===== src/hdl/trp_pkg.sv =====
// Shared types, constants and command codes for the retransmission pool.
package trp_pkg;
   localparam int PoolEntriesDefault = 12;
   localparam int SocketsDefault     = 4;
   localparam logic [31:0] SeqWindow   = 32'd1000000;
   localparam logic [31:0] Never       = 32'hFFFF_FFFF;
   localparam logic [31:0] BaseReset   = 32'd1000000;
   localparam logic [3:0]  LimitReset  = 4'd5;
   localparam logic [4:0]  CountMax    = 5'd31;
   localparam logic [4:0]  RetryMax    = 5'd31;

   typedef enum logic [1:0] {
      CMD_ADD   = 2'd0,
      CMD_ACK   = 2'd1,
      CMD_TICK  = 2'd2,
      CMD_PURGE = 2'd3
   } cmd_type;

   typedef enum logic [2:0] {
      KIND_NONE  = 3'd0,
      KIND_ADDED = 3'd1,
      KIND_FULL  = 3'd2,
      KIND_FREE  = 3'd3,
      KIND_RETX  = 3'd4,
      KIND_ABORT = 3'd5
   } kind_type;

   localparam logic CSR_BASE  = 1'b0;
   localparam logic CSR_LIMIT = 1'b1;

   typedef struct packed {
      cmd_type     cmd;
      logic [1:0]  socket;
      logic        sock_ok;
      logic [7:0]  packet;
      logic [15:0] length;
      logic [31:0] seq;
      logic [31:0] seq_end;
      logic [31:0] ack_number;
      logic [31:0] now;
   } job_type;

   typedef enum logic [2:0] {
      ST_IDLE,
      ST_SCAN,
      ST_ADD,
      ST_RETX,
      ST_ABORT,
      ST_SWEEP,
      ST_DONE
   } state_type;

   function automatic logic covers(logic [31:0] ack, logic [31:0] fin);
      logic [31:0] d;
      begin
         d = ack - fin;
         if (ack >= fin) covers = d <= SeqWindow;
         else            covers = (fin - ack) > SeqWindow;
      end
   endfunction
endpackage


===== src/hdl/tcp_retransmit_pool_top.sv =====
// Top level of the TCP retransmission pool.
//  channel | ports                         | handshake
//  req     | req_command .. req_now        | start high while busy low
//  rsp     | rsp_kind .. rsp_last          | rsp_valid strobe, one cycle
//  csr     | csr_write, csr_index, csr_data| csr_write strobe
// A command is registered in the front queue and the back part takes it in the cycle after acceptance.
// An add's word passes the front queue, the ADD state, the hold register and the output
// register before it reaches the result ports; the next command can follow once busy falls.
// Acknowledge and purge on a valid socket, and tick, walk the entries one entry per clock;
// a tick stops its walk at the first entry over the retry limit, and that abort adds a
// second walk that frees every entry of the aborted socket.
// Reset frees every entry and clears the socket counters at once.
// The receiver cannot stall; busy stays high until the final word has left the ports.
module tcp_retransmit_pool_top #(
   parameter int POOL_ENTRIES = trp_pkg::PoolEntriesDefault,
   parameter int SOCKETS      = trp_pkg::SocketsDefault
) (
   input  logic        clock,
   input  logic        reset,
   input  logic        start,
   output logic        busy,
   input  logic [1:0]  req_command,
   input  logic [1:0]  req_socket,
   input  logic [7:0]  req_packet,
   input  logic [15:0] req_length,
   input  logic [31:0] req_seq,
   input  logic [16:0] req_seq_span,
   input  logic [31:0] req_ack_number,
   input  logic [31:0] req_now,
   input  logic        csr_write,
   input  logic        csr_index,
   input  logic [31:0] csr_data,
   output logic        rsp_valid,
   output logic [2:0]  rsp_kind,
   output logic [1:0]  rsp_out_socket,
   output logic [7:0]  rsp_out_packet,
   output logic [15:0] rsp_out_length,
   output logic [31:0] rsp_out_seq,
   output logic [3:0]  rsp_slot,
   output logic        rsp_queued,
   output logic        rsp_last
);
   import trp_pkg::*;
   logic [31:0] base_ff;
   logic [3:0]  limit_ff;
   logic        full, job_valid, take, active;
   job_type     job;

   always_ff @(posedge clock) begin
      if (reset) begin
         base_ff  <= BaseReset;
         limit_ff <= LimitReset;
      end else if (csr_write) begin
         if (csr_index == CSR_BASE)  base_ff  <= csr_data;
         if (csr_index == CSR_LIMIT) limit_ff <= csr_data[3:0];
      end
   end

   assign busy = full || active;

   trp_front #(.SOCKETS(SOCKETS)) u_front (
      .clock, .reset, .start(start && !busy), .cmd(req_command),
      .socket(req_socket), .packet(req_packet), .length(req_length),
      .seq(req_seq), .seq_span(req_seq_span), .ack_number(req_ack_number),
      .now(req_now), .take, .full, .job_valid, .job
   );

   trp_back #(.POOL_ENTRIES(POOL_ENTRIES), .SOCKETS(SOCKETS)) u_back (
      .clock, .reset, .job_valid, .job, .base_timeout(base_ff),
      .retry_limit(limit_ff), .take, .active, .rsp_valid, .rsp_kind,
      .rsp_out_socket, .rsp_out_packet, .rsp_out_length, .rsp_out_seq,
      .rsp_slot, .rsp_queued, .rsp_last
   );

   a_last_valid: assert property (@(posedge clock) disable iff (reset)
      rsp_last |-> rsp_valid) else $error("last without valid");
   a_busy_after_start: assert property (@(posedge clock) disable iff (reset)
      (start && !busy) |=> busy) else $error("start not taken");
   a_kind_range: assert property (@(posedge clock) disable iff (reset)
      rsp_valid |-> rsp_kind <= 3'd5) else $error("bad kind");
endmodule


===== src/hdl/trp_front.sv =====
// Front part: accepts commands, classifies them and queues them for execution.
module trp_front #(
   parameter int SOCKETS = trp_pkg::SocketsDefault
) (
   input  logic                clock,
   input  logic                reset,
   input  logic                start,
   input  logic [1:0]          cmd,
   input  logic [1:0]          socket,
   input  logic [7:0]          packet,
   input  logic [15:0]         length,
   input  logic [31:0]         seq,
   input  logic [16:0]         seq_span,
   input  logic [31:0]         ack_number,
   input  logic [31:0]         now,
   input  logic                take,
   output logic                full,
   output logic                job_valid,
   output trp_pkg::job_type    job
);
   import trp_pkg::*;
   logic    q_valid_ff, q_valid_in;
   job_type q_ff, q_in;

   always_comb begin
      q_valid_in = q_valid_ff;
      q_in       = q_ff;
      if (take) q_valid_in = 1'b0;
      if (start && !q_valid_ff) begin
         q_valid_in    = 1'b1;
         q_in.cmd      = cmd_type'(cmd);
         q_in.socket   = socket;
         q_in.sock_ok  = 32'(socket) < SOCKETS;
         q_in.packet   = packet;
         q_in.length   = length;
         q_in.seq      = seq;
         q_in.seq_end  = seq + {15'd0, seq_span};
         q_in.ack_number = ack_number;
         q_in.now      = now;
      end
   end

   always_ff @(posedge clock) begin
      if (reset) q_valid_ff <= 1'b0;
      else       q_valid_ff <= q_valid_in;
      q_ff <= q_in;
   end

   assign full      = q_valid_ff;
   assign job_valid = q_valid_ff;
   assign job       = q_ff;
endmodule


===== src/hdl/trp_back.sv =====
// Back part: walks the pool entry by entry and emits result words.
module trp_back #(
   parameter int POOL_ENTRIES = trp_pkg::PoolEntriesDefault,
   parameter int SOCKETS      = trp_pkg::SocketsDefault
) (
   input  logic                clock,
   input  logic                reset,
   input  logic                job_valid,
   input  trp_pkg::job_type    job,
   input  logic [31:0]         base_timeout,
   input  logic [3:0]          retry_limit,
   output logic                take,
   output logic                active,
   output logic                rsp_valid,
   output logic [2:0]          rsp_kind,
   output logic [1:0]          rsp_out_socket,
   output logic [7:0]          rsp_out_packet,
   output logic [15:0]         rsp_out_length,
   output logic [31:0]         rsp_out_seq,
   output logic [3:0]          rsp_slot,
   output logic                rsp_queued,
   output logic                rsp_last
);
   import trp_pkg::*;
   localparam int IW = $clog2(POOL_ENTRIES);
   localparam int SW = (SOCKETS > 1) ? $clog2(SOCKETS) : 1;
   localparam logic [IW-1:0] LastIdx = IW'(POOL_ENTRIES - 1);

   typedef struct packed {
      kind_type    kind;
      logic [1:0]  socket;
      logic [7:0]  packet;
      logic [15:0] length;
      logic [31:0] seq;
      logic [3:0]  slot;
      logic        queued;
   } word_type;

   logic [7:0]  pkt_mem   [POOL_ENTRIES];
   logic [15:0] len_mem   [POOL_ENTRIES];
   logic [31:0] seq_mem   [POOL_ENTRIES];
   logic [31:0] end_mem   [POOL_ENTRIES];
   logic [31:0] dl_mem    [POOL_ENTRIES];
   logic [4:0]  rt_mem    [POOL_ENTRIES];

   logic [POOL_ENTRIES-1:0] used_ff, used_in;
   logic [1:0]  owner_ff [POOL_ENTRIES];
   logic [1:0]  owner_in [POOL_ENTRIES];
   logic [4:0]  cnt_ff [SOCKETS];
   logic [4:0]  cnt_in [SOCKETS];

   state_type     st_ff, st_in;
   job_type       j_ff, j_in;
   logic [IW-1:0] idx_ff, idx_in;
   logic [1:0]    abs_ff, abs_in;

   logic [7:0]    pkt_rd_ff;
   logic [15:0]   len_rd_ff;
   logic [31:0]   seq_rd_ff, end_rd_ff, dl_rd_ff;
   logic [4:0]    rt_rd_ff;

   logic [IW-1:0] free_ix;
   logic          free_found;
   logic [4:0]    rt_bump;
   logic [63:0]   shifted;
   logic [32:0]   sum;
   logic [31:0]   newdl;
   logic [32:0]   add_sum;
   logic [31:0]   add_dl;
   logic [SW-1:0] jsock;
   logic          hit;
   logic          wr_add, wr_retx;

   logic          o_v;
   word_type      o_w;
   logic          h_v_ff, h_v_in;
   word_type      h_w_ff, h_w_in;
   logic          out_v_ff, out_v_in;
   logic          out_last_ff, out_last_in;
   word_type      out_w_ff, out_w_in;

   assign jsock = SW'(j_ff.socket);

   always_comb begin
      free_found = 1'b0;
      free_ix    = '0;
      for (int i = POOL_ENTRIES - 1; i >= 0; i--) begin
         if (!used_ff[i]) begin
            free_found = 1'b1;
            free_ix    = IW'(i);
         end
      end
   end

   always_comb begin
      rt_bump = (rt_rd_ff < RetryMax) ? rt_rd_ff + 5'd1 : rt_rd_ff;
      shifted = {32'd0, base_timeout} << rt_bump;
      sum     = {1'b0, j_ff.now} + {1'b0, shifted[31:0]};
      newdl   = (shifted[63:32] != 32'd0 || sum[32]) ? Never : sum[31:0];
   end

   always_comb begin
      add_sum = {1'b0, j_ff.now} + {1'b0, base_timeout};
      add_dl  = (cnt_ff[jsock] >= 5'd2) ? Never : (add_sum[32] ? Never : add_sum[31:0]);
   end

   always_comb begin
      st_in    = st_ff;
      j_in     = j_ff;
      idx_in   = idx_ff;
      abs_in   = abs_ff;
      used_in  = used_ff;
      owner_in = owner_ff;
      cnt_in   = cnt_ff;
      take     = 1'b0;
      wr_add   = 1'b0;
      wr_retx  = 1'b0;
      hit      = 1'b0;
      o_v      = 1'b0;
      o_w      = '0;
      unique case (st_ff)
         ST_IDLE: begin
            if (job_valid) begin
               take   = 1'b1;
               j_in   = job;
               idx_in = '0;
               if (job.cmd == CMD_ADD && job.sock_ok) st_in = ST_ADD;
               else if (job.cmd == CMD_TICK || job.sock_ok) st_in = ST_SCAN;
               else st_in = ST_DONE;
            end
         end
         ST_ADD: begin
            o_v        = 1'b1;
            o_w.socket = j_ff.socket;
            o_w.packet = j_ff.packet;
            if (!free_found) begin
               o_w.kind = KIND_FULL;
            end else begin
               o_w.kind   = KIND_ADDED;
               o_w.length = j_ff.length;
               o_w.seq    = j_ff.seq;
               o_w.slot   = 4'(free_ix);
               o_w.queued = cnt_ff[jsock] >= 5'd2;
               wr_add = 1'b1;
               used_in[free_ix]  = 1'b1;
               owner_in[free_ix] = j_ff.socket;
               if (cnt_ff[jsock] < CountMax) cnt_in[jsock] = cnt_ff[jsock] + 5'd1;
            end
            st_in = ST_DONE;
         end
         ST_SCAN: begin
            unique case (j_ff.cmd)
               CMD_TICK: hit = used_ff[idx_ff] && (j_ff.now > dl_rd_ff);
               CMD_ACK:  hit = used_ff[idx_ff] && owner_ff[idx_ff] == j_ff.socket
                               && covers(j_ff.ack_number, end_rd_ff);
               default:  hit = used_ff[idx_ff] && owner_ff[idx_ff] == j_ff.socket;
            endcase
            if (hit) begin
               o_v        = 1'b1;
               o_w.socket = owner_ff[idx_ff];
               o_w.packet = pkt_rd_ff;
               if (j_ff.cmd == CMD_TICK) begin
                  o_w.kind   = KIND_RETX;
                  o_w.length = len_rd_ff;
                  o_w.seq    = seq_rd_ff;
                  if (rt_rd_ff > {1'b0, retry_limit}) begin
                     abs_in = owner_ff[idx_ff];
                     st_in  = ST_ABORT;
                  end else begin
                     wr_retx = 1'b1;
                  end
               end else begin
                  o_w.kind = KIND_FREE;
                  used_in[idx_ff] = 1'b0;
                  if (j_ff.cmd == CMD_ACK && cnt_ff[jsock] != 5'd0)
                     cnt_in[jsock] = cnt_ff[jsock] - 5'd1;
               end
            end
            if (st_in == ST_SCAN) begin
               if (idx_ff == LastIdx) begin
                  if (j_ff.cmd == CMD_PURGE) cnt_in[jsock] = '0;
                  st_in = ST_DONE;
               end else begin
                  idx_in = idx_ff + IW'(1);
               end
            end
         end
         ST_ABORT: begin
            o_v        = 1'b1;
            o_w.kind   = KIND_ABORT;
            o_w.socket = abs_ff;
            idx_in = '0;
            st_in  = ST_SWEEP;
         end
         ST_SWEEP: begin
            if (used_ff[idx_ff] && owner_ff[idx_ff] == abs_ff) begin
               o_v        = 1'b1;
               o_w.kind   = KIND_FREE;
               o_w.socket = abs_ff;
               o_w.packet = pkt_rd_ff;
               used_in[idx_ff] = 1'b0;
            end
            if (idx_ff == LastIdx) begin
               cnt_in[SW'(abs_ff)] = '0;
               st_in = ST_DONE;
            end else begin
               idx_in = idx_ff + IW'(1);
            end
         end
         ST_DONE: begin
            st_in = ST_IDLE;
         end
         default: st_in = ST_IDLE;
      endcase
   end

   // Each word waits in the hold register until the next word or the end of the
   // command shows whether it is the last one.
   always_comb begin
      h_v_in      = h_v_ff;
      h_w_in      = h_w_ff;
      out_v_in    = 1'b0;
      out_last_in = 1'b0;
      out_w_in    = out_w_ff;
      if (o_v) begin
         h_v_in = 1'b1;
         h_w_in = o_w;
         if (h_v_ff) begin
            out_v_in = 1'b1;
            out_w_in = h_w_ff;
         end
      end else if (st_ff == ST_DONE) begin
         h_v_in      = 1'b0;
         out_v_in    = 1'b1;
         out_last_in = 1'b1;
         out_w_in    = h_v_ff ? h_w_ff : '0;
      end
   end

   always_ff @(posedge clock) begin
      if (reset) begin
         st_ff       <= ST_IDLE;
         used_ff     <= '0;
         for (int s = 0; s < SOCKETS; s++) cnt_ff[s] <= '0;
         idx_ff      <= '0;
         h_v_ff      <= 1'b0;
         out_v_ff    <= 1'b0;
         out_last_ff <= 1'b0;
      end else begin
         st_ff       <= st_in;
         used_ff     <= used_in;
         cnt_ff      <= cnt_in;
         idx_ff      <= idx_in;
         h_v_ff      <= h_v_in;
         out_v_ff    <= out_v_in;
         out_last_ff <= out_last_in;
      end
      owner_ff <= owner_in;
      j_ff     <= j_in;
      abs_ff   <= abs_in;
      h_w_ff   <= h_w_in;
      out_w_ff <= out_w_in;
      if (wr_add) begin
         pkt_mem[free_ix] <= j_ff.packet;
         len_mem[free_ix] <= j_ff.length;
         seq_mem[free_ix] <= j_ff.seq;
         end_mem[free_ix] <= j_ff.seq_end;
         dl_mem[free_ix]  <= add_dl;
         rt_mem[free_ix]  <= '0;
      end
      if (wr_retx) begin
         rt_mem[idx_ff] <= rt_bump;
         dl_mem[idx_ff] <= newdl;
      end
      pkt_rd_ff <= pkt_mem[idx_in];
      len_rd_ff <= len_mem[idx_in];
      seq_rd_ff <= seq_mem[idx_in];
      end_rd_ff <= end_mem[idx_in];
      dl_rd_ff  <= dl_mem[idx_in];
      rt_rd_ff  <= rt_mem[idx_in];
   end

   assign active         = (st_ff != ST_IDLE) || out_v_ff;
   assign rsp_valid      = out_v_ff;
   assign rsp_kind       = out_w_ff.kind;
   assign rsp_out_socket = out_w_ff.socket;
   assign rsp_out_packet = out_w_ff.packet;
   assign rsp_out_length = out_w_ff.length;
   assign rsp_out_seq    = out_w_ff.seq;
   assign rsp_slot       = out_w_ff.slot;
   assign rsp_queued     = out_w_ff.queued;
   assign rsp_last       = out_last_ff;
endmodule

===== config.mk =====
export PLATFORM = sky130hd
export DESIGN_NAME = tcp_retransmit_pool_top
export DESIGN_NICKNAME = d
export VERILOG_FILES = /design/src/hdl/trp_pkg.sv /design/src/hdl/tcp_retransmit_pool_top.sv /design/src/hdl/trp_front.sv /design/src/hdl/trp_back.sv
export SDC_FILE = /design/constraint.sdc
export NUM_CORES = 2
export LEC_CHECK = 0
export BUFFER_PORTS_ARGS = -buffer_cell sky130_fd_sc_hd__buf_2
export CAP_MARGIN = 40
export CORE_MARGIN = 1
export CORE_UTILIZATION = 50
export CTS_CLUSTER_SIZE = 10
export DETAILED_ROUTE_END_ITERATION = 7
export GPL_TIMING_DRIVEN = 0
export MAX_ROUTING_LAYER = met4
export PLACE_DENSITY = 0.66
export SKIP_CTS_REPAIR_TIMING = 1
export SYNTH_ARGS = -nofsm -noshare
export SYNTH_HDL_FRONTEND = slang
export SYNTH_SLANG_ARGS = --single-unit

===== constraint.sdc =====
create_clock -name clock -period 22.3 [get_ports clock]
set_input_delay 0 -clock clock [delete_from_list [all_inputs] [get_ports clock]]
set_output_delay 0 -clock clock [all_outputs]
set_load 0.03 [all_outputs]

Word-level counts from Yosys, hierarchy flattened
Memories as Yosys holds them, arrays and structs flattened. A register that Yosys moved wholly into a read port is not among the register bits.
Cells that the tools add are included.

cells by class
  magnitude comparators = 19
  add/sub/neg operators = 9
  multiplexer cells = 125
  shift-type cells = 1
  bitwise gates (word level) = 12
  equality and inequality tests = 20
  reduce and logical (&&, ||, !) cells = 38

operator list
  cell                    count
  $mux W66                4
  $mux W20                10
  $mux W32                4
  $pmux W48 S2            1
  $mux W4                 17
  $add A32 B32 Y33        2
  $shl A32 B5 Y64         1
  $sub A32 B32 Y32        2
  $mux W61                1
  $mux W12                5
  $pmux W20 S3            1
  $mux W53                1
  $mux W48                1
  $mux W1                 42
  $and A20 B20 Y20        2
  $bwmux W20              2
  $not A20 Y20            2
  $pmux W12 S3            1
  $add A32 B17 Y32        1
  $ge A32 B32 Y1          1
  $gt A32 B20 Y1 const B  1
  $gt A32 B32 Y1          1
  $le A32 B20 Y1 const B  1
  $reduce_bool A32 Y1     1
  57 further kinds        119

storage, ports and cells
  register bits = 549
  bits of input ports = 178
  logic and storage cells = 286
  bits in writable memories = 1500
  memories = 6

memories
  memory          words  width  read ports  clocked after memory_dff  write ports  RTL line        text
  u_back.dl_mem   12     32     1           1                         1            trp_back.sv:43  logic [31:0] dl_mem [POOL_ENTRIES];
  u_back.end_mem  12     32     1           1                         1            trp_back.sv:42  logic [31:0] end_mem [POOL_ENTRIES];
  u_back.seq_mem  12     32     1           1                         1            trp_back.sv:41  logic [31:0] seq_mem [POOL_ENTRIES];
  u_back.len_mem  12     16     1           1                         1            trp_back.sv:40  logic [15:0] len_mem [POOL_ENTRIES];
  u_back.pkt_mem  12     8      1           1                         1            trp_back.sv:39  logic [7:0] pkt_mem [POOL_ENTRIES];
  u_back.rt_mem   12     5      1           1                         1            trp_back.sv:44  logic [4:0] rt_mem [POOL_ENTRIES];

Logic depth before layout (Yosys ltp)
  depth in word-level cells = 19
  mapped depth = 25

By module
A second synthesis with hierarchy kept.

second synthesis, totals
  cells, all modules = 6366
  area, all modules = 92702.7 µm²

modules (own cells, without submodules)
  module                   instances  cells an instance  area each (µm²)
  trp_back                 1          5841               84945.2
  trp_front                1          365                6170.9
  tcp_retransmit_pool_top  1          160                1586.5

Least setup slack after synthesis
No wires, ideal clock.

  path kind = flip-flop to flip-flop
  start point = register u_back.j_ff[33] in the netlist's numbering
  end point = register u_back.out_w_ff (netlist bit u_back.rsp_kind[0]), enable pin
  path slack = 15255 ps
  required time = 21877 ps
  path buffers = 0
  arrival time = 6622 ps
  setup time = 423 ps
  cell stages (with the launch flop) = 15
  period minus slack after synthesis = 7045 ps
  path through = edfxtp_1 > ha_1 > nand2b_1 > a31oi_1 > o31ai_1 > a21oi_1 > a211oi_1 > nor2_1 > or4_1 > a2111o_1 > nor4_2 > nor2_1 > nor2_1 > or3_1 > a21o_1

on the way
  word-level cells in the longest chain between the ends = 12
  elaborated cells on any way between the ends = 16

RTL lines
  item                                                                 RTL line                      text
  from (decl)                                                          trp_back.sv:53                job_type j_ff, j_in;
  from (signal assigned)                                               trp_back.sv:259               j_ff <= j_in;
  $sub A32 B32 Y32, on equally long branches                           trp_pkg.sv:58, trp_pkg.sv:56
  $gt A32 B20 Y1 or $le A32 B20 Y1 (tied branches)                     trp_pkg.sv:58, trp_pkg.sv:57
  $mux W1 *                                                            trp_pkg.sv:57                 if (ack >= fin) covers = d <= SeqWindow;
  $mux W1 *                                                            trp_back.sv:152               unique case (j_ff.cmd)
  $mux W1 *                                                            trp_back.sv:121               unique case (st_ff)
  $logic_and A1 B1 Y1 *                                                trp_back.sv:155               && covers(j_ff.ack_number, end_rd_ff);
  $pmux W1 S2 *                                                        trp_back.sv:152
  $mux W1 *                                                            trp_back.sv:121
  $mux W1 *                                                            trp_back.sv:158               if (hit) begin
  $pmux W1 S3 *                                                        trp_back.sv:121
  $ne A2 B2 Y1 (no source line) or $reduce_bool A2 Y1 (tied branches)  -
  $reduce_and A2 Y1 (no source line) *                                 -
  to (signal assigned)                                                 trp_back.sv:262               out_w_ff <= out_w_in;
  to (decl)                                                            trp_back.sv:80                word_type out_w_ff, out_w_in;

Every way passes the cells marked *; elsewhere a longest branch is shown, timed or not. The select of a mux whose other input is x is not followed.
A chain may end at the register's enable or synchronous reset.

Worst setup path after layout
  start point = register u_back.j_ff[32] in the netlist's numbering
  end point = register u_back.end_rd_ff[30], read port of u_back.end_mem

on the way
  word-level cells in the longest chain between the ends = 13
  elaborated cells on any way between the ends = 16

RTL lines
  item                                              RTL line                      text
  $sub A32 B32 Y32, on equally long branches        trp_pkg.sv:58, trp_pkg.sv:56
  $gt A32 B20 Y1 or $le A32 B20 Y1 (tied branches)  trp_pkg.sv:58, trp_pkg.sv:57
  $mux W1 *                                         trp_pkg.sv:57
  $mux W1 *                                         trp_back.sv:152
  $mux W1 *                                         trp_back.sv:121
  $logic_and A1 B1 Y1 *                             trp_back.sv:155
  $pmux W1 S2 *                                     trp_back.sv:152
  $mux W1 *                                         trp_back.sv:121
  $mux W3 *                                         trp_back.sv:158
  $mux W3 *                                         trp_back.sv:121
  $eq A3 B1 Y1 *                                    trp_back.sv:179               if (st_in == ST_SCAN) begin
  $mux W4 *                                         trp_back.sv:179
  $pmux W4 S4 *                                     trp_back.sv:121
  to (decl)                                         trp_back.sv:59                logic [31:0] seq_rd_ff, end_rd_ff, dl_rd_ff;

Marked as above.

==> out/qor.yml <==
finish:
  nets: 7941
  stdcell_area_mm2: 0.112
  drive_gt1_frac: 0.135
  nFillCells: 14400
  syn_to_final_growth_pct: 17.7
die:
  die_h_um: 437
  io_pins: 247
  num_rows: 159
  die_area_mm2: 0.191
  start_util: 0.504
  core_area_mm2: 0.188
  fp.dieW_um: 437
placed_design:
  port_buffers: 245
  post-place-ws_ps: 14120
  hpwl_mm: 193
  gp_congestion: 0.923
  post_dp_cell_area_mm2: 0.101
global_routing:
  grt_overflow: 0
  grt_start_max_net_pins: 115
  grt_pass1_wl_mm: 406
  track_usage: 0.297
  first_global_vias: 60400
  antenna_found_initial: 15
timing:
  finalClockSkew_ps: 59.2
  setup-violations-final: 0
  finalMaxSlewViolations: 0
  period_share: 0.374
  slew_headroom: 0.360
  hold_viol: 1
  fmax_ghz: 0.120
  rsz0062_at_grt: "false"
  period_needed_ps: 8330
  fin_ws_ps: 13970
  setup_tns_ps: 0
  whs_ps: -12.8
  tightest_slew_ps: 936
critical_path:
  worstPathArrival_ps: 9040
  cp_max_fo: 10
  rr_worst_depth: 21
  cp.required_ps: 23010
  crit_start: "u_back.j_ff[32]$_DFFE_PP_"
  critPathLaunchType: "register"
  critical_path_class: "register to register"
  r2r_start: "u_back.j_ff[32]$_DFFE_PP_"
  cp-end-kind: "register"
clocking:
  clockBufferDepth: 3
  numCtsBuffers: 240
  htree_levels: 4
  cts_tree: "built"
  root_buffer: "clkbuf_16"
  clk_latency_ps: 910
  clk_pin_slew_worst_paths_ps: 60
  numClockSinks: 2174
yosys:
  synth_top_area_cell: "edfxtp_1"
  yosysSeqAreaShare: 0.667
  synth-main-ff-cell: "edfxtp_1"
  netlist_instances: 6619
  synth-seq-cells: 2174
  synth.top_cells.by_count: "edfxtp_1 (1970), inv_1 (433), o2111ai_1 (379)"
  synth_edf_count: 1970
  synthTopCellsByArea: "edfxtp_1 (62%), dfxtp_1 (4.3%), mux2i_1 (3.7%), o2111ai_1 (3.5%), mux2_2 (3.3%)"
  async_flop_share: 0
  yosysUniqueCellTypes: 88
  netlist_area_mm2: 0.0948
  yosysTopAreaCellShare: 0.624
  synth_most_common_cell: "edfxtp_1"
  syn-num-nets: 6992
  yosys_warnings: 0
  syn_area_per_cell_um2: 14.3
outcome:
  violations: "DRC, hold timing"
  status: "finished with violations"
worst_hold_path:
  hold_path.class: "input port to register"
  min_from: "req_seq[29]"
  hold_depth: 3
job:
  cap_viol_max_count: 0
routing:
  drc: 28
  avgRoutedWirePerCell_um: 27.7
  drtPass1Iterations: 8
  drt-initial-drc-count: 6849
  routed_wl_mm: 285
  vias: 62700
  ant_nets: 0
  vias_per_cell: 6.11
pwr:
  power.leakage_nw: 40.0
  powerDensity_mw_per_mm2: 112
  peakVddDrop_mv: 0.0885
  totalPowerFinal_w: 0.0126
==> critical path, stage by stage, from the launching register on <==
cell	delay, ps
edfxtp_1	390
ha_1	250
fa_1	420
nand2b_1	210
a211oi_1	710
o21ai_1	380
o211ai_1	580
xnor2_1	120
or4_1	550
a211oi_2	500
buf_6	240
o2bb2ai_1	310
a211oi_4	190
o21ai_1	390
buf_4	280
and2_1	150
buf_4	290
buf_6	310
buf_2	670
clkbuf_1	580
o211ai_1	230
o211ai_1	310
==> layout make-up <==
type / count / area (um^2) / area share
clock inverters: 25 / 410 / 0.00368
repair buffers: 707 / 6330 / 0.0567
flip-flops and latches: 2174 / 63200 / 0.567
inverters: 435 / 1690 / 0.0151
well taps: 2495 / 3120 / 0.0280
plain buffers: 459 / 1890 / 0.0169
clock buffers: 403 / 6670 / 0.0597
multi-input cells: 3551 / 28200 / 0.253
diodes: 9 / 22.5 / 0.000202
==> layout by cell type (no fill, tap or decap), types with 186 or more instances in the layout <==
master and instances:
a21oi_1 241, buf_2 289, clkbuf_1 521, clkbuf_16 240, dfxtp_1 204, dlygate4sd3_1 359, edfxtp_1 1970, ha_1 191
inv_1 421, mux2_2 276, mux2i_1 355, nand2_1 288, nor2_1 186, o2111ai_1 379, o211ai_1 266, o41ai_1 255
==> routing by layer <==
layer  global-route usage  vias up  wire length [um]
li1                     -    28000                 -
met2                0.462     2671            135000
met4                0.162        0             16800
met5                    -        -                 0
met3               0.0518      634             21400
met1                0.370    31400            111000
==> through the flow <==
step	utilization	std cells
global placement	0.527	9359
detailed placement	0.536	9449
finish	0.594	10300
CTS	0.574	9877
floorplan	-	6619
global route	0.594	10300
==> registers in the layout, summed over array words and instances, names as in the netlist, 60 cells and up <==
register	cells
u_back.rt_mem	60
u_back.dl_mem	384
u_back.end_mem	384
u_front.job	156
u_back.seq_mem	384
u_back.j_ff	154
u_back.len_mem	192
u_back.pkt_mem	96
u_back.h_w_ff	66
==> final timing paths <==
kind / end / slack, ps
worst max-delay path: u_back.end_rd_ff[30]$_DFF_P_ / 13970
worst min register to register: u_back.j_ff[101]$_DFFE_PP_ / 400
worst max register to register: u_back.end_rd_ff[30]$_DFF_P_ / 13970
worst min-delay path: u_front.job[93]$_DFFE_PP_ / -10
==> report_power, final <==
part	internal, W	total, W	leakage [nW]	switching (W)
Clock	0.00204	0.00363	3.36	0.00159
Combinational	0.00141	0.00382	17.2	0.00241
Sequential	0.00488	0.00510	19.4	0.000219
==> cell families after synthesis <==
family,after synthesis,synth area share
flip-flops,2174,0.667
AND/OR/NAND/NOR,890,0.0455
buffers and inverters,894,0.0371
XOR/XNOR,120,0.0111
AO/OA/AOI/OAI,1590,0.127
multiplexers,756,0.0868
adder cells (fa/ha/maj),195,0.0261
(Power assumes the default switching activity.)
